===== config.mk =====
export PLATFORM = sky130hd
export DESIGN_NAME = sorted_list_engine_core
export DESIGN_NICKNAME = d
export VERILOG_FILES = /design/src/design/sle_pkg.sv /design/src/design/sle_ram.sv /design/src/design/sle_useq.sv /design/src/design/sorted_list_engine_core.sv
export SDC_FILE = /design/constraint.sdc
export NUM_CORES = 1
export LEC_CHECK = 0
export BUFFER_PORTS_ARGS = -buffer_cell sky130_fd_sc_hd__buf_2
export CAP_MARGIN = 20
export CORE_MARGIN = 1.5
export CORE_UTILIZATION = 30
export DETAILED_ROUTE_END_ITERATION = 8
export HOLD_SLACK_MARGIN = 0.02
export PLACE_DENSITY = 0.42
export SETUP_SLACK_MARGIN = 0.4
export SLEW_MARGIN = 10
export SYNTH_ARGS = -nofsm -noshare
export SYNTH_HDL_FRONTEND = slang
export SYNTH_SLANG_ARGS = --single-unit
export TNS_END_PERCENT = 10

===== constraint.sdc =====
create_clock -name clk -period 13.6 [get_ports clk]
set_input_delay 0.68 -clock clk [delete_from_list [all_inputs] [get_ports clk]]
set_output_delay 0.68 -clock clk [all_outputs]
set_load 0.02 [all_outputs]

===== src/design/sle_pkg.sv =====
// ----------------------------------------------------------------------------
// sle_pkg
// Shared widths, codes, control word layout and the microprogram of the
// sorted list engine.
// ----------------------------------------------------------------------------
package sle_pkg;

    // field widths of the words on the two channels
    localparam int DATA_W    = 32;
    localparam int MODE_W    = 2;
    localparam int STATUS_W  = 2;
    localparam int POS_W     = 3;
    localparam int COUNT_W   = 4;
    localparam int DEPTH_DEF = 8;

    // operation codes
    localparam logic [MODE_W-1:0] MODE_INSERT = 2'd0;
    localparam logic [MODE_W-1:0] MODE_DELETE = 2'd1;

    // result status codes
    typedef enum logic [STATUS_W-1:0] {
        ST_OK       = 2'd0,
        ST_FULL     = 2'd1,
        ST_EMPTY    = 2'd2,
        ST_NOTFOUND = 2'd3
    } status_t;

    // jump conditions
    typedef enum logic [3:0] {
        C_NONE,
        C_ALWAYS,
        C_NO_INPUT,
        C_NOT_INS,
        C_FULL,
        C_EMPTY,
        C_IDX_ZERO,
        C_NOT_GT,
        C_EQ,
        C_NOT_LAST,
        C_LAST,
        C_NOT_DEL,
        C_OUT_BUSY
    } cond_t;

    // index register update
    typedef enum logic [2:0] {
        IDX_HOLD,
        IDX_USED,
        IDX_ZERO,
        IDX_INC,
        IDX_DEC
    } idx_op_t;

    // memory read address select
    typedef enum logic [1:0] {
        RD_NONE,
        RD_IDX_M1,
        RD_IDX,
        RD_IDX_P1
    } rd_sel_t;

    // memory write data select, address is always the index register
    typedef enum logic [1:0] {
        WR_NONE,
        WR_DATA,
        WR_VAL
    } wr_sel_t;

    // entry count update
    typedef enum logic [1:0] {
        USED_HOLD,
        USED_INC,
        USED_DEC
    } used_op_t;

    // step addresses of the microprogram
    typedef logic [4:0] step_t;

    localparam step_t S_EMIT     = 5'd0;
    localparam step_t S_IDLE     = 5'd1;
    localparam step_t S_DISP     = 5'd2;
    localparam step_t S_FULLCHK  = 5'd3;
    localparam step_t S_INS_INIT = 5'd4;
    localparam step_t S_INS_TEST = 5'd5;
    localparam step_t S_INS_RD   = 5'd6;
    localparam step_t S_INS_CMP  = 5'd7;
    localparam step_t S_INS_MOV  = 5'd8;
    localparam step_t S_INS_PUT  = 5'd9;
    localparam step_t S_SD_EMPTY = 5'd10;
    localparam step_t S_SD_INIT  = 5'd11;
    localparam step_t S_SD_RD    = 5'd12;
    localparam step_t S_SD_CMP   = 5'd13;
    localparam step_t S_SD_NEXT  = 5'd14;
    localparam step_t S_R_NFND   = 5'd15;
    localparam step_t S_SD_HIT   = 5'd16;
    localparam step_t S_DEL_TEST = 5'd17;
    localparam step_t S_DEL_RD   = 5'd18;
    localparam step_t S_DEL_MOV  = 5'd19;
    localparam step_t S_DEL_DONE = 5'd20;
    localparam step_t S_R_OK     = 5'd21;
    localparam step_t S_R_FULL   = 5'd22;
    localparam step_t S_R_EMPTY  = 5'd23;

    // one control word
    typedef struct packed {
        cond_t    cond;
        step_t    target;
        logic     take_in;
        idx_op_t  idx_op;
        rd_sel_t  rd_sel;
        wr_sel_t  wr_sel;
        logic     pos_ld;
        used_op_t used_op;
        logic     st_ld;
        status_t  st_code;
        logic     out_ld;
    } uword_t;

    // datapath status seen by the sequencer
    typedef struct packed {
        logic in_valid;
        logic not_ins;
        logic not_del;
        logic full;
        logic empty;
        logic idx_zero;
        logic not_gt;
        logic eq;
        logic last;
        logic out_busy;
    } flags_t;

    localparam uword_t UW_NOP = '{
        cond:    C_NONE,
        target:  S_IDLE,
        take_in: 1'b0,
        idx_op:  IDX_HOLD,
        rd_sel:  RD_NONE,
        wr_sel:  WR_NONE,
        pos_ld:  1'b0,
        used_op: USED_HOLD,
        st_ld:   1'b0,
        st_code: ST_OK,
        out_ld:  1'b0
    };

    // microprogram rom
    function automatic uword_t ucode_rom(input step_t step);
        uword_t w;
        w = UW_NOP;
        case (step)
            // hand the result over once the output register is free
            S_EMIT:
            begin
                w.cond   = C_OUT_BUSY;
                w.target = S_EMIT;
                w.out_ld = 1'b1;
            end
            // take the next word
            S_IDLE:
            begin
                w.take_in = 1'b1;
                w.cond    = C_NO_INPUT;
                w.target  = S_IDLE;
            end
            S_DISP:
            begin
                w.cond   = C_NOT_INS;
                w.target = S_SD_EMPTY;
            end
            S_FULLCHK:
            begin
                w.cond   = C_FULL;
                w.target = S_R_FULL;
            end
            // insert: walk down from the top, moving greater entries up
            S_INS_INIT:
            begin
                w.idx_op = IDX_USED;
            end
            S_INS_TEST:
            begin
                w.cond   = C_IDX_ZERO;
                w.target = S_INS_PUT;
            end
            S_INS_RD:
            begin
                w.rd_sel = RD_IDX_M1;
            end
            S_INS_CMP:
            begin
                w.cond   = C_NOT_GT;
                w.target = S_INS_PUT;
            end
            S_INS_MOV:
            begin
                w.wr_sel = WR_DATA;
                w.idx_op = IDX_DEC;
                w.cond   = C_ALWAYS;
                w.target = S_INS_TEST;
            end
            S_INS_PUT:
            begin
                w.wr_sel  = WR_VAL;
                w.pos_ld  = 1'b1;
                w.used_op = USED_INC;
                w.st_ld   = 1'b1;
                w.st_code = ST_OK;
                w.cond    = C_ALWAYS;
                w.target  = S_EMIT;
            end
            // search and delete: scan up for the first match
            S_SD_EMPTY:
            begin
                w.cond   = C_EMPTY;
                w.target = S_R_EMPTY;
            end
            S_SD_INIT:
            begin
                w.idx_op = IDX_ZERO;
            end
            S_SD_RD:
            begin
                w.rd_sel = RD_IDX;
            end
            S_SD_CMP:
            begin
                w.pos_ld = 1'b1;
                w.cond   = C_EQ;
                w.target = S_SD_HIT;
            end
            S_SD_NEXT:
            begin
                w.idx_op = IDX_INC;
                w.cond   = C_NOT_LAST;
                w.target = S_SD_RD;
            end
            S_R_NFND:
            begin
                w.st_ld   = 1'b1;
                w.st_code = ST_NOTFOUND;
                w.cond    = C_ALWAYS;
                w.target  = S_EMIT;
            end
            S_SD_HIT:
            begin
                w.cond   = C_NOT_DEL;
                w.target = S_R_OK;
            end
            // delete: move later entries down by one
            S_DEL_TEST:
            begin
                w.cond   = C_LAST;
                w.target = S_DEL_DONE;
            end
            S_DEL_RD:
            begin
                w.rd_sel = RD_IDX_P1;
            end
            S_DEL_MOV:
            begin
                w.wr_sel = WR_DATA;
                w.idx_op = IDX_INC;
                w.cond   = C_ALWAYS;
                w.target = S_DEL_TEST;
            end
            S_DEL_DONE:
            begin
                w.used_op = USED_DEC;
                w.st_ld   = 1'b1;
                w.st_code = ST_OK;
                w.cond    = C_ALWAYS;
                w.target  = S_EMIT;
            end
            S_R_OK:
            begin
                w.st_ld   = 1'b1;
                w.st_code = ST_OK;
                w.cond    = C_ALWAYS;
                w.target  = S_EMIT;
            end
            S_R_FULL:
            begin
                w.st_ld   = 1'b1;
                w.st_code = ST_FULL;
                w.cond    = C_ALWAYS;
                w.target  = S_EMIT;
            end
            S_R_EMPTY:
            begin
                w.st_ld   = 1'b1;
                w.st_code = ST_EMPTY;
                w.cond    = C_ALWAYS;
                w.target  = S_EMIT;
            end
            default:
            begin
                w.cond   = C_ALWAYS;
                w.target = S_IDLE;
            end
        endcase
        return w;
    endfunction

endpackage


===== src/design/sle_ram.sv =====
// ----------------------------------------------------------------------------
// sle_ram
// Generic single write port, single read port memory with registered read.
// ----------------------------------------------------------------------------
module sle_ram #(
    parameter int WIDTH = 32,
    parameter int DEPTH = 8,
    parameter int AW    = (DEPTH > 1) ? $clog2(DEPTH) : 1
) (
    input  logic             clk,
    input  logic             we,
    input  logic [AW-1:0]    waddr,
    input  logic [WIDTH-1:0] wdata,
    input  logic             re,
    input  logic [AW-1:0]    raddr,
    output logic [WIDTH-1:0] rdata
);

    logic [WIDTH-1:0] mem [DEPTH];
    logic [WIDTH-1:0] rdata_reg;

    // write port
    always_ff @(posedge clk)
    begin
        if (we)
        begin
            mem[waddr] <= wdata;
        end
    end

    // registered read, holds between reads
    always_ff @(posedge clk)
    begin
        if (re)
        begin
            rdata_reg <= mem[raddr];
        end
    end

    assign rdata = rdata_reg;

endmodule


===== src/design/sle_useq.sv =====
// ----------------------------------------------------------------------------
// sle_useq
// Microcode sequencer: step counter, control word rom and conditional jumps.
// ----------------------------------------------------------------------------
module sle_useq (
    input  logic            clk,
    input  logic            rst_n,
    input  sle_pkg::flags_t flags,
    output sle_pkg::uword_t uw
);

    import sle_pkg::*;

    step_t step_reg;
    step_t step_next;
    logic  jump;

    // control word of the current step
    assign uw = ucode_rom(step_reg);

    // jump condition select
    always_comb
    begin
        case (uw.cond)
            C_NONE:     jump = 1'b0;
            C_ALWAYS:   jump = 1'b1;
            C_NO_INPUT: jump = !flags.in_valid;
            C_NOT_INS:  jump = flags.not_ins;
            C_FULL:     jump = flags.full;
            C_EMPTY:    jump = flags.empty;
            C_IDX_ZERO: jump = flags.idx_zero;
            C_NOT_GT:   jump = flags.not_gt;
            C_EQ:       jump = flags.eq;
            C_NOT_LAST: jump = !flags.last;
            C_LAST:     jump = flags.last;
            C_NOT_DEL:  jump = flags.not_del;
            C_OUT_BUSY: jump = flags.out_busy;
            default:    jump = 1'b0;
        endcase
    end

    // next step
    assign step_next = jump ? uw.target : step_reg + step_t'(1);

    always_ff @(posedge clk or negedge rst_n)
    begin
        if (!rst_n)
        begin
            step_reg <= S_IDLE;
        end
        else
        begin
            step_reg <= step_next;
        end
    end

endmodule


===== src/design/sorted_list_engine_core.sv =====
// ----------------------------------------------------------------------------
// sorted_list_engine_core
// Bounded ascending list of signed 32-bit values with insert, delete and
// search, run by a microcoded sequencer over a one-read one-write entry memory.
// ----------------------------------------------------------------------------
// One operation is taken at a time and gives one result word. The entries sit
// in one memory with one read and one write per cycle and registered read, so
// the program walks them one at a time. A search scans the entries from the
// front, an insert moves greater entries up one by one from the top, and a
// delete runs the search and then moves the later entries down one by one.
// The idle step then takes the next word, and a stalled result holds the
// program in the emit step until the output register is free. For DEPTH of 4
// or more the worst case is an insert at the front of a list one short of
// full. A new word is taken while the previous result still waits in the
// output register. Equal values keep arrival order; delete and search act
// on the first match. The list starts empty after reset, with no clearing
// pass.
module sorted_list_engine_core #(
    parameter int DEPTH = sle_pkg::DEPTH_DEF
) (
    input  logic                                clk,
    input  logic                                rst_n,
    input  logic                                in_valid,
    output logic                                in_stall,
    input  logic [sle_pkg::MODE_W-1:0]          mode,
    input  logic signed [sle_pkg::DATA_W-1:0]   value,
    output logic                                out_valid,
    input  logic                                out_stall,
    output logic [sle_pkg::STATUS_W-1:0]        status,
    output logic [sle_pkg::POS_W-1:0]           position,
    output logic [sle_pkg::COUNT_W-1:0]         count
);

    import sle_pkg::*;

    localparam int AW = (DEPTH > 1) ? $clog2(DEPTH) : 1;
    localparam int CW = $clog2(DEPTH + 1);

    uword_t uw;
    flags_t flags;

    logic [MODE_W-1:0]   mode_reg;
    logic [DATA_W-1:0]   val_reg;
    logic [CW-1:0]       idx_reg;
    logic [CW-1:0]       idx_next;
    logic [CW-1:0]       idx_p1;
    logic [CW-1:0]       pos_reg;
    logic [CW-1:0]       used_reg;
    logic [CW-1:0]       used_next;
    status_t             st_reg;

    logic                out_valid_reg;
    logic                out_valid_next;
    logic [STATUS_W-1:0] res_status_reg;
    logic [POS_W-1:0]    res_pos_reg;
    logic [COUNT_W-1:0]  res_count_reg;

    logic                in_take;
    logic                out_load;
    logic [CW+POS_W-1:0]   pos_ext;
    logic [CW+COUNT_W-1:0] used_ext;

    logic                ram_we;
    logic [AW-1:0]       ram_waddr;
    logic [DATA_W-1:0]   ram_wdata;
    logic                ram_re;
    logic [AW-1:0]       ram_raddr;
    logic [DATA_W-1:0]   ram_rdata;

    // sequencer
    sle_useq u_useq (
        .clk   (clk),
        .rst_n (rst_n),
        .flags (flags),
        .uw    (uw)
    );

    // entry store
    sle_ram #(
        .WIDTH (DATA_W),
        .DEPTH (DEPTH),
        .AW    (AW)
    ) u_ram (
        .clk   (clk),
        .we    (ram_we),
        .waddr (ram_waddr),
        .wdata (ram_wdata),
        .re    (ram_re),
        .raddr (ram_raddr),
        .rdata (ram_rdata)
    );

    // input handshake
    assign in_stall = !uw.take_in;
    assign in_take  = uw.take_in && in_valid;

    // datapath status for the sequencer
    assign idx_p1 = idx_reg + CW'(1);

    always_comb
    begin
        flags.in_valid = in_valid;
        flags.not_ins  = (mode_reg != MODE_INSERT);
        flags.not_del  = (mode_reg != MODE_DELETE);
        flags.full     = (used_reg == CW'(DEPTH));
        flags.empty    = (used_reg == '0);
        flags.idx_zero = (idx_reg == '0);
        flags.not_gt   = ($signed(ram_rdata) <= $signed(val_reg));
        flags.eq       = (ram_rdata == val_reg);
        flags.last     = (idx_p1 == used_reg);
        flags.out_busy = out_valid_reg && out_stall;
    end

    // memory address and data select
    always_comb
    begin
        ram_re = (uw.rd_sel != RD_NONE);
        case (uw.rd_sel)
            RD_IDX_M1: ram_raddr = AW'(idx_reg - CW'(1));
            RD_IDX:    ram_raddr = AW'(idx_reg);
            RD_IDX_P1: ram_raddr = AW'(idx_p1);
            default:   ram_raddr = AW'(idx_reg);
        endcase
    end

    assign ram_we    = (uw.wr_sel != WR_NONE);
    assign ram_waddr = AW'(idx_reg);
    assign ram_wdata = (uw.wr_sel == WR_VAL) ? val_reg : ram_rdata;

    // index register update
    always_comb
    begin
        case (uw.idx_op)
            IDX_HOLD: idx_next = idx_reg;
            IDX_USED: idx_next = used_reg;
            IDX_ZERO: idx_next = '0;
            IDX_INC:  idx_next = idx_p1;
            IDX_DEC:  idx_next = idx_reg - CW'(1);
            default:  idx_next = idx_reg;
        endcase
    end

    // entry count update
    always_comb
    begin
        case (uw.used_op)
            USED_HOLD: used_next = used_reg;
            USED_INC:  used_next = used_reg + CW'(1);
            USED_DEC:  used_next = used_reg - CW'(1);
            default:   used_next = used_reg;
        endcase
    end

    // output register
    assign out_load = uw.out_ld && !flags.out_busy;
    assign pos_ext  = {{POS_W{1'b0}}, pos_reg};
    assign used_ext = {{COUNT_W{1'b0}}, used_reg};

    always_comb
    begin
        if (out_load)
        begin
            out_valid_next = 1'b1;
        end
        else if (out_stall)
        begin
            out_valid_next = out_valid_reg;
        end
        else
        begin
            out_valid_next = 1'b0;
        end
    end

    // control registers
    always_ff @(posedge clk or negedge rst_n)
    begin
        if (!rst_n)
        begin
            used_reg      <= '0;
            out_valid_reg <= 1'b0;
        end
        else
        begin
            used_reg      <= used_next;
            out_valid_reg <= out_valid_next;
        end
    end

    // payload registers
    always_ff @(posedge clk)
    begin
        if (in_take)
        begin
            mode_reg <= mode;
            val_reg  <= value;
        end
        idx_reg <= idx_next;
        if (uw.pos_ld)
        begin
            pos_reg <= idx_reg;
        end
        if (uw.st_ld)
        begin
            st_reg <= uw.st_code;
        end
        if (out_load)
        begin
            res_status_reg <= st_reg;
            res_pos_reg    <= (st_reg == ST_OK) ? pos_ext[POS_W-1:0] : '0;
            res_count_reg  <= used_ext[COUNT_W-1:0];
        end
    end

    assign out_valid = out_valid_reg;
    assign status    = res_status_reg;
    assign position  = res_pos_reg;
    assign count     = res_count_reg;

    // the list never holds more than its depth
    a_used_bound: assert property (@(posedge clk) disable iff (!rst_n)
        used_reg <= CW'(DEPTH))
        else $error("entry count above depth");

    // writes stay inside the stored part of the list or one past it
    a_write_range: assert property (@(posedge clk) disable iff (!rst_n)
        ram_we |-> idx_reg <= used_reg)
        else $error("entry write beyond list end");

    // the count only moves on a step that updates it
    a_used_step: assert property (@(posedge clk) disable iff (!rst_n)
        (used_reg != $past(used_reg)) |-> $past(uw.used_op != USED_HOLD))
        else $error("entry count changed outside an update step");

    // a new result word only comes from the emit step
    a_out_source: assert property (@(posedge clk) disable iff (!rst_n)
        $rose(out_valid_reg) |-> $past(uw.out_ld))
        else $error("result word without emit step");

    // a failed operation reports position zero
    a_pos_fail: assert property (@(posedge clk) disable iff (!rst_n)
        (out_valid_reg && (res_status_reg != ST_OK)) |-> (res_pos_reg == '0))
        else $error("nonzero position on failed operation");

endmodule


# Word-level counts from Yosys, hierarchy flattened
# Memories as Yosys holds them, arrays and structs flattened. A register that Yosys moved wholly into a read port is not among the register bits.
# Index checks and enable logic that the tools add are counted.
# op_classes
n_mux	19
n_eq_ne	49
n_lt_le_gt_ge	1
addsub	5
reduce_logical	22
# ops
operator	n
$pmux 9 s15	1
$eq 5x4->1 const B	8
$eq 5x5->1 const B	8
$eq 32x32->1	1
$le 32x32->1	1
$mux 32	1
$eq 4x4->1 const B	6
$pmux 3 s4	2
$eq 5x3->1 const B	4
$eq 4x3->1 const B	4
$pmux 4 s4	1
$pmux 1 s12	1
$eq 5x2->1 const B	2
$add 4x1->4 const B	2
$eq 4x2->1 const B	2
$logic_not 4->1	2
$pmux 2 s2	2
$pmux 4 s2	1
$reduce_bool 2->1	4
$sub 4x1->4 const B	2
$mux 1	7
$eq 2x2->1 const B	3
$eq 3x2->1 const B	2
$pmux 2 s3	1
other kinds (19)	28
# word_totals
in_bits	38
mem_bits_rw	256
output_inout_bits	11
reg_bits	62
memories	1
# mem_list
name	words	width	rd	rd_ports_with_merged_regs	wr	line_no	text
u_ram.mem	8	32	1	1	1	sle_ram.sv:19	logic [WIDTH-1:0] mem [DEPTH];

# Depth between registers and ports, before layout
# Gate-level depths: netlist (run 1).
# depth
word_depth	6
depth_mapped	13
depth_no_buf	11

# By module
# Synthesis (run 1) repeated with hierarchy kept, for this count alone.
# hier_totals
cells_unflattened	856
area_unflattened_um2	15354.7
# by_module_without_submodules
mod	instances	area_per_inst_um2	seq_area_each_um2	cells_each
sle_ram	1	10786.6	8648.3	415
sorted_list_engine_core	1	3458.3	1686.6	298
sle_useq	1	1109.8	126.4	143

# Least setup slack after synthesis (run 1)
# Ideal clock, no wire load.
# synth_timing
path_kind	register -> register
startpoint	register u_useq.step_reg[0]
endpoint	memory u_ram.mem[1][0] (enable)
required_ns	13.139
t_arrival_ns	3.826
stages_incl_launch_ff	9
period_less_slack_ns	4.287
setup_time_ns	0.461
path_slack_ns	9.313
path_cell_list	dfstp_2 ha_1 buf_2 buf_1 nor2b_1 a22oi_1 nor2_1 nand2_1 nor3_1
# synth_between
elab_chain_cells	6
# synth_lines
item	line_no	text
from (decl)	sle_useq.sv:14	step_t step_reg;
from (signal assigned)	sle_useq.sv:53	step_reg <= step_next;
$eq 5x4->1 / $eq 5x5->1 (equally long branches)	sle_pkg.sv:151	case (step)
$reduce_or 2->1 (no source line)	n/a	
$pmux 2 s2 *	sle_pkg.sv:151	
$reduce_bool 2->1 *	sorted_list_engine_core.sv:126	assign ram_we = (uw.wr_sel != WR_NONE);
$mux 1 *	sle_ram.sv:25	if (we)
$mux 1 (implied by the code) *	sle_ram.sv:27	mem[waddr] <= wdata;
to (decl)	sle_ram.sv:19	
# Every way passes the cells marked *; elsewhere a longest branch is shown, timed or not.

# Final worst setup path (run 1)
# layout_timing
startpoint	register u_useq.step_reg[0]
endpoint	register u_ram.rdata_reg[12], in the netlist u_ram.rdata[12] (read register of u_ram.mem) (data pin)
# layout_between
elab_chain_cells	4
# layout_lines
item	line_no	text
$eq 5x5->1 (tied with other cells)	sle_pkg.sv:151	
$pmux 2 s3 *	sle_pkg.sv:151	
$eq 2x2->1 / $eq 2x1->1 (equally long branches)	sorted_list_engine_core.sv:118	case (uw.rd_sel)
$pmux 3 s2	sorted_list_engine_core.sv:118	
to (decl)	sle_ram.sv:20	logic [WIDTH-1:0] rdata_reg;
# Marked as above.
# A chain may end at the register's enable or synchronous reset.

==> summary.md, run 1 <==
| Metric | Value |
|---|---|
| Peak VDD IR | 0.09414 mV |
| Routability Congestion | 0.7612 |
| Final setup fails | 0 |
| Crit path DAT | 4.53 ns |
| Initial drt markers | 506 |
| Grt total ovfl | 0 |
| Syn-to-layout area delta | 15.87% |
| Clock buffer depth | 3 |
| Vias per std cell | 4.707 |
| Fraction of layout cells with a size suffix above 1 | 0.2966 |
| Row cnt | 82 |
| Leakage power | 5.964 nW |
| Io pins | 49 |
| Number of buffer and inverter stages on the critical path | 3 |
| 1st-pass router iterations | 5 |
| Crit path largest cell delay | 0.73 ns |
| Final HPWL DP | 18550 um |
| Status | finished clean |
| Core Area | 0.05007 mm^2 |
| Max cap viols | 0 |
| Maximum clock rate | 236.5 MHz |
| Drt drc | 0 |
| Slew of the pin with the lowest slew margin | 1.043 ns |
| Pwr dens | 209.8 mW/mm^2 |
| Syn. warnings | 0 |
| Post-Syn Instances | 861 |
| Final Max Tran Viols | 0 |
| Mapped Nets | 943 |
| Worst setup EP type | register |
| Clock share of power | 0.287 |
| Clock sink total | 350 |
| Register area share after synthesis | 0.6880 |
| Avg Inst Size Synth | 17.66 um^2 |
| Full die area | 0.05205 mm^2 |
| Cell variety after synth | 66 |
| Diodes inserted | 0 |
| Fin crit share | 0.3109 |
| Core Util, Final | 0.3519 |
| CP max-delay cell | buf_4 |
| Via count | 7687 |
| Worst-path cell chain | inv_1 > ha_1 > nor2b_2 > nor3b_1 > a21oi_1 > o21ai_4 > buf_4 > buf_4 > mux4_2 > mux2_2 |
| Internal power | 2.559 mW |
| Clock root cell | clkbuf_16 |
| Initial Util | 0.3037 |
| Antenna-violating nets left | 0 |
| Crit-path most repeated cell | buf_4 |
| Final hold slack | 0.2972 ns |
| Net count, final | 1013 |
| Sw Pwr | 1.137 mW |
| Sum Neg Setup Slack | 0 ns |
| Post-synth top area cell | edfxtp_1 |
| Clk slew on worst S/H paths | 0.06 ns |
| Fin crit period | 4.228 ns |
| Final hold violations | 0 |
| Ys flop type | edfxtp_1 |
| DRT Wirelength | 34200 um |
| Share of the synthesized area in the top cell type | 0.6714 |
| Asr flop ratio synth | 0.02857 |
| Cell family with most CP delay | buffers and inverters |
| Fin area | 0.01762 mm^2 |
| Critical path type | reg2reg |
| #FFs+latches synth | 350 |
| CTS Buf Count | 40 |
| Critical R2R Launch | u_useq.step_reg[0]$_DFF_PN1_ |
| Top cells by area, synth | edfxtp_1 (67%), mux4_2 (9.5%), mux2_2 (4.7%), ha_1 (3.5%), dfrtp_1 (1.5%) |
| Total Power | 3.696 mW |
| Comb pwr share | 0.320 |
| Fill cell count | 4814 |
| Number of global-route vias before repair | 8075 |
| Worst Skew | 0.01500 ns |
| Initial antenna violation count | 0 |
| Mapped Area | 0.01521 mm^2 |
| Post-synth EDFFs | 340 |
| Tot GR Track Use | 0.1349 |
| CP startpoint kind | register |
| Seq pwr share | 0.393 |
| Number of instances resized during post-cts repair | 0 |
| Most common cell in the netlist | edfxtp_1 |
| Worst hold path class | in2reg |
| RSZ-0062 raised after global routing | false |
| Largest register FFs | 256 |
| CP required | 13.90 ns |
| Chip width | 228.1 um |
| Max Fanout on Critical Path | 36 |
| Routed wire per std cell | 20.94 um |
| CTS tree | built |
| First-pass GRT wire length | 52190 um |
| Clk_lat worst skew | 0.55 ns |
| I/O Buffers | 48 |
| Switching share of total power | 0.3076 |
| HP Start | value[5] |
| Worst setup path startpoint | u_useq.step_reg[0]$_DFF_PN1_ |
| Synth top cells by count | edfxtp_1 (340), mux4_2 (64), mux2_2 (63), inv_1 (45), ha_1 (43) |
| H-tree depth | 2 |
| Area after DPL | 0.01632 mm^2 |
| Chip Height | 228.1 um |
| Largest net degree at the start of global routing | 65 |
| Worst slew margin | 0.3050 |
-- power groups by stage --
stage	combinational [mW]	sequential, mW	clock [mW]
2_1_floorplan	0.945	1.44	0
5_1_grt	1.30	1.46	1.14
4_1_cts	1.21	1.45	1.10
6_report	1.18	1.45	1.06
3_5_place_dp	1.21	1.47	0
3_3_place_gp	1.21	1.48	0
-- cell type report --
class,instances,area [um^2],share of cell area
clock buffers,46,1023,0.05809
clock inverters,26,267.8,0.01520
inverters,46,172.7,0.009800
multi-input cells,428,4483,0.2544
flip-flops and latches,350,10460,0.5937
well taps,672,840.8,0.04772
repair buffers,65,370.4,0.02102
-- layer usage --
metal  vias up  GRT usage  wire length, um
met3        47    0.02275             1036
li1       3528          -                -
met2       117     0.2204            16480
met4         0    0.04677              775
met1      3995     0.1818            15900
met5         -          0                0
-- logic make-up (layout without fill, tap and decap cells) --
family	Yosys count	after routing	synth area share
AND/OR/NAND/NOR	132	132	0.04419
flip-flops	350	350	0.6880
AO/OA/AOI/OAI	95	95	0.04509
buffers and inverters	83	183	0.02460
XOR/XNOR	17	17	0.009792
multiplexers	140	140	0.1516
adder cells (fa/ha/maj)	44	44	0.03670
-- layout by cell type (no fill, tap or decap), types with 4 or more instances in the layout --
cell type / n
buf_4: 16
nor3_1: 5
mux2_4: 5
clkbuf_16: 40
nor2b_1: 7
dfrtp_1: 9
nor2_4: 7
clkinv_2: 6
mux2i_1: 8
o21ai_0: 21
o21ai_1: 4
a21oi_1: 24
clkbuf_1: 6
clkinv_1: 10
xor2_1: 5
a21o_1: 7
and2_1: 8
ha_1: 43
nand3_1: 8
nor2_1: 20
nand4_1: 9
buf_2: 48
xnor2_1: 10
mux4_2: 64
edfxtp_1: 340
mux2_2: 63
nand2_1: 40
inv_1: 45
bufinv_16: 5
-- worst paths after layout --
kind | end | slack, ns | depth (start not counted)
setup reg to reg | u_ram.rdata[12]$_DFFE_PP_ | 9.37 | 10
max in group asynchronous | u_useq.step_reg[0]$_DFF_PN1_ | 12.80 | 2
hold / removal | val_reg[5]$_DFFE_PP_ | 0.30 | 1
setup / recovery | u_ram.rdata[12]$_DFFE_PP_ | 9.37 | 10
min in group asynchronous | u_useq.step_reg[3]$_DFF_PN0_ | 0.54 | 2
hold reg to reg | status[0]$_DFFE_PP_ | 0.45 | 0
-- per-stage QoR --
stage          setup WS, ns  std cells
5_1_grt               9.012       1633
3_5_place_dp          9.290       1560
6_report              9.372       1633
4_1_cts               9.270       1633
3_3_place_gp          9.329       1560
2_1_floorplan         9.313        861
-- timing repair --
item	CTS	global route
setup buffers	0	0
endpoints found under the hold margin	9	0
hold buffers	1	0
-- worst reg2reg max path: stages (launching register included) --
cell     delay, ns
dfstp_2       0.38
inv_1         0.09
ha_1          0.52
nor2b_2       0.37
nor3b_1       0.22
a21oi_1       0.09
o21ai_4       0.14
buf_4         0.54
buf_4         0.75
mux4_2        0.61
mux2_2        0.27
No activity file was read; power rests on OpenSTA's default activity.
==> run 2, diff against run 1 <==
--- a/config.mk
+++ b/config.mk
@@ -5,6 +5,7 @@
 export SDC_FILE = /design/constraint.sdc
 export NUM_CORES = 1
 export LEC_CHECK = 0
+export ABC_AREA = 1
 export BUFFER_PORTS_ARGS = -buffer_cell sky130_fd_sc_hd__buf_2
 export CAP_MARGIN = 20
 export CORE_MARGIN = 1.5
==> constraint.sdc (replaced) <==
create_clock -name clk -period 3.9 [get_ports clk]
set_input_delay 0.195 -clock clk [delete_from_list [all_inputs] [get_ports clk]]
set_output_delay 0.195 -clock clk [all_outputs]
set_load 0.02 [all_outputs]
==> summary.md, run 2 <==
| Metric | Value |
|---|---|
| Net count, final | 1538 (+52%) |
| RSZ-0062 raised after global routing | false |
| Worst Skew | 0.01952 ns (+0.004524 ns) |
| Worst setup EP type | register |
| Final setup fails | 0 (unchanged) |
| Routability Congestion | 0.8326 (+9.4%) |
| Number of instances resized during post-cts repair | 0 (unchanged) |
| 1st-pass router iterations | 6 (+1) |
| Status | finished clean |
| Maximum clock rate | 330.1 MHz (+40%) |
| Core Area | 0.05130 mm^2 (+2.5%) |
| Full die area | 0.05336 mm^2 (+2.5%) |
| Fraction of layout cells with a size suffix above 1 | 0.1148 (-0.1817) |
| Sum Neg Setup Slack | 0 ns (unchanged) |
| Final HPWL DP | 21510 um (+16%) |
| Chip Height | 231.0 um (+1.3%) |
| Initial antenna violation count | 0 (unchanged) |
| Mapped Area | 0.01559 mm^2 (+2.6%) |
| Synth top cells by count | nand2_1 (356), edfxtp_1 (340), inv_1 (129), nand3_1 (87), nor2_1 (78) |
| Cell variety after synth | 42 (-36%) |
| Via count | 9938 (+29%) |
| Asr flop ratio synth | 0.02857 (unchanged) |
| Final Max Tran Viols | 0 (unchanged) |
| CP required | 4.15 ns (-9.75 ns) |
| Max Fanout on Critical Path | 18 (-50%) |
| Grt total ovfl | 0 (unchanged) |
| Worst slew margin | 0.2878 (-0.01715) |
| Syn. warnings | 0 (unchanged) |
| Final hold violations | 0 (unchanged) |
| Number of global-route vias before repair | 9701 (+20%) |
| H-tree depth | 2 (unchanged) |
| Commonest non-fill, non-tap cell in the layout | nand2_1 |
| Post-synth EDFFs | 340 (unchanged) |
| Fill cell count | 5113 (+6.2%) |
| Mapped Nets | 1445 (+53%) |
| Post-Syn Instances | 1363 (+58%) |
| Clock buffer depth | 3 (unchanged) |
| Register area | 0.01046 mm^2 (unchanged) |
| Initial Util | 0.3040 (about the same) |
| Worst hold path class | in2async |
| Highest-count cells in the layout ignoring fill and taps | nand2_1 (356), edfxtp_1 (340), inv_1 (120) |
| Largest net degree at the start of global routing | 161 (+150%) |
| Row cnt | 83 (+1.2%) |
| Tot GR Track Use | 0.1466 (+0.01171) |
| Avg Inst Size Synth | 11.44 um^2 (-35%) |
| Initial drt markers | 599 (+18%) |
| First-pass GRT wire length | 58730 um (+13%) |
| #FFs+latches synth | 350 (unchanged) |
| CP startpoint kind | register |
| Critical path type | reg2reg |
| Share of the synthesized area in the top cell type | 0.6547 (-0.01670) |
| Ys flop type | edfxtp_1 |
| Peak VDD IR | 0.7471 mV (+690%) |
| Largest register FFs | 256 (unchanged) |
| Syn-to-layout area delta | 17.44% |
| Clock root cell | clkbuf_16 |
| Drt drc | 0 (unchanged) |
| Pwr dens | 754.3 mW/mm^2 (+260%) |
| Max cap viols | 0 (unchanged) |
| Leakage power | 7.114 nW (+19%) |
| Multi-input gate area | 0.004364 mm^2 (-2.7%) |
| Antenna-violating nets left | 0 (unchanged) |
| Clk slew on worst S/H paths | 0.06 ns (about the same) |
| CTS Buf Count | 41 (+2.5%) |
| Crit path DAT | 3.28 ns (-1.25 ns) |
| Top cells by area, synth | edfxtp_1 (65%), nand2_1 (8.6%), ha_1 (3.5%), inv_1 (3.1%), nand3_1 (2.8%) |
| Clock sink total | 350 (unchanged) |
| Register area share after synthesis | 0.6709 (-0.01711) |
| Vias per std cell | 4.582 (-2.7%) |
| Diodes inserted | 0 (unchanged) |
| Post-synth top area cell | edfxtp_1 |
| CTS tree | built |
| Slew of the pin with the lowest slew margin | 1.067 ns (+0.02417 ns) |
| Routed wire per std cell | 17.54 um (-16%) |
| Chip width | 231.0 um (+1.3%) |
| DRT Wirelength | 38050 um (+11%) |
| Clk_lat worst skew | 0.57 ns (+0.02 ns) |
| Io pins | 49 (unchanged) |
| Fin crit period | 3.029 ns (-1.199 ns) |
| Fin crit share | 0.7768 (+0.4659) |
| Core Util, Final | 0.3570 (+0.005074) |
| R2r worst-path depth | 10 (unchanged) |
| I/O Buffers | 48 (unchanged) |
| Most common cell in the netlist | nand2_1 |
## run 2: changes by cell type in the layout (fill, tap and decap cells not counted), moves of 20 or more
cell           before  now
dlygate4sd3_1       1   37
mux2_2             63    0
nand2_1            40  356
a21oi_1            24   51
inv_1              45  120
nor2_1             20   77
o31ai_1             2   32
nand3_1             8   86
mux4_2             64    0
nand3b_1            2   32
o21ai_0            21   41
a211oi_1            3   33
## run 2: cells by family (layout without fill, tap and decap cells)
| kind of cell | Yosys count | count (layout) | share of synthesized area |
|---|---|---|---|
| compound gates | 171 | 171 | 0.06941 |
| xor+xnor | 11 | 11 | 0.006179 |
| fa+ha+maj | 44 | 44 | 0.03579 |
| buf+inv | 196 | 322 | 0.05127 |
| flops | 350 | 350 | 0.6709 |
| simple gates | 591 | 591 | 0.1665 |
## run 2: report_power, final
group	switching (mW)	leakage, nW	internal [mW]
registers	0.238	3.21	4.98
clock network	1.53	0.613	2.07
logic	3.45	3.30	1.55
## run 2: area by class of cell
type                            count  area share
Inverter                          139     0.02849
Multi-Input combinational cell    817      0.2383
Timing Repair Buffer              107     0.04714
Clock inverter                     19    0.007925
Clock buffer                       57     0.06046
Tap cell                          680     0.04646
Sequential cell                   350      0.5712
## run 2: timing repair
| item | 4_1_cts | 5_1_grt |
|---|---|---|
| endpoints found under the hold margin | 45 | 0 |
| hold buffers | 37 | 0 |
| setup buffers | 0 | 0 |
## run 2: worst max-delay path, cell delays in order, from the launching register on
cell and delay, ns:
dfstp_2 0.56, inv_1 0.08, ha_1 0.24, nand2_1 0.12
nor2_1 0.09, inv_1 0.10, nand2_1 0.08, inv_1 0.09
nand3_2 0.34, buf_4 0.35, o21ai_0 0.67
## run 2: routing by layer
| layer | track usage | vias up | wire, um |
|---|---|---|---|
| met2 | 0.2345 | 182 | 17490 |
| met1 | 0.2043 | 4768 | 18380 |
| li1 | - | 4935 | - |
| met4 | 0.04575 | 0 | 751 |
| met5 | 0 | - | 0 |
| met3 | 0.02199 | 53 | 1431 |
## run 2: path summary, 6_finish.rpt
path                                               from  slack, ns                            to
setup / recovery           u_useq.step_reg[0]$_DFF_PN1_       0.87    u_ram.mem[7][29]$_DFFE_PP_
hold / removal                                    rst_n       0.14  u_useq.step_reg[0]$_DFF_PN1_
setup reg to reg           u_useq.step_reg[0]$_DFF_PN1_       0.87    u_ram.mem[7][29]$_DFFE_PP_
hold reg to reg                     st_reg[0]$_DFFE_PP_       0.44           status[0]$_DFFE_PP_
max in group asynchronous                         rst_n       2.87  u_useq.step_reg[4]$_DFF_PN0_
min in group clk                               in_valid       0.15         val_reg[30]$_DFFE_PP_
## run 2: stage by stage
stage / area (um^2) / total power, mW / std cells / setup slack, ns / hold WS, ns
floorplan: 15590 / 8.895 / 1363 / 0.9351 / -0.1006
global placement: 16690 / 10.34 / 2056 / 0.9196 / 0.07985
detailed placement: 16690 / 10.36 / 2056 / 0.8506 / 0.08388
CTS: 18310 / 14.05 / 2169 / 0.8157 / 0.1019
global route: 18310 / 14.83 / 2169 / 0.5317 / 0.1309
finish: 18310 / 13.81 / 2169 / 0.8706 / 0.1400
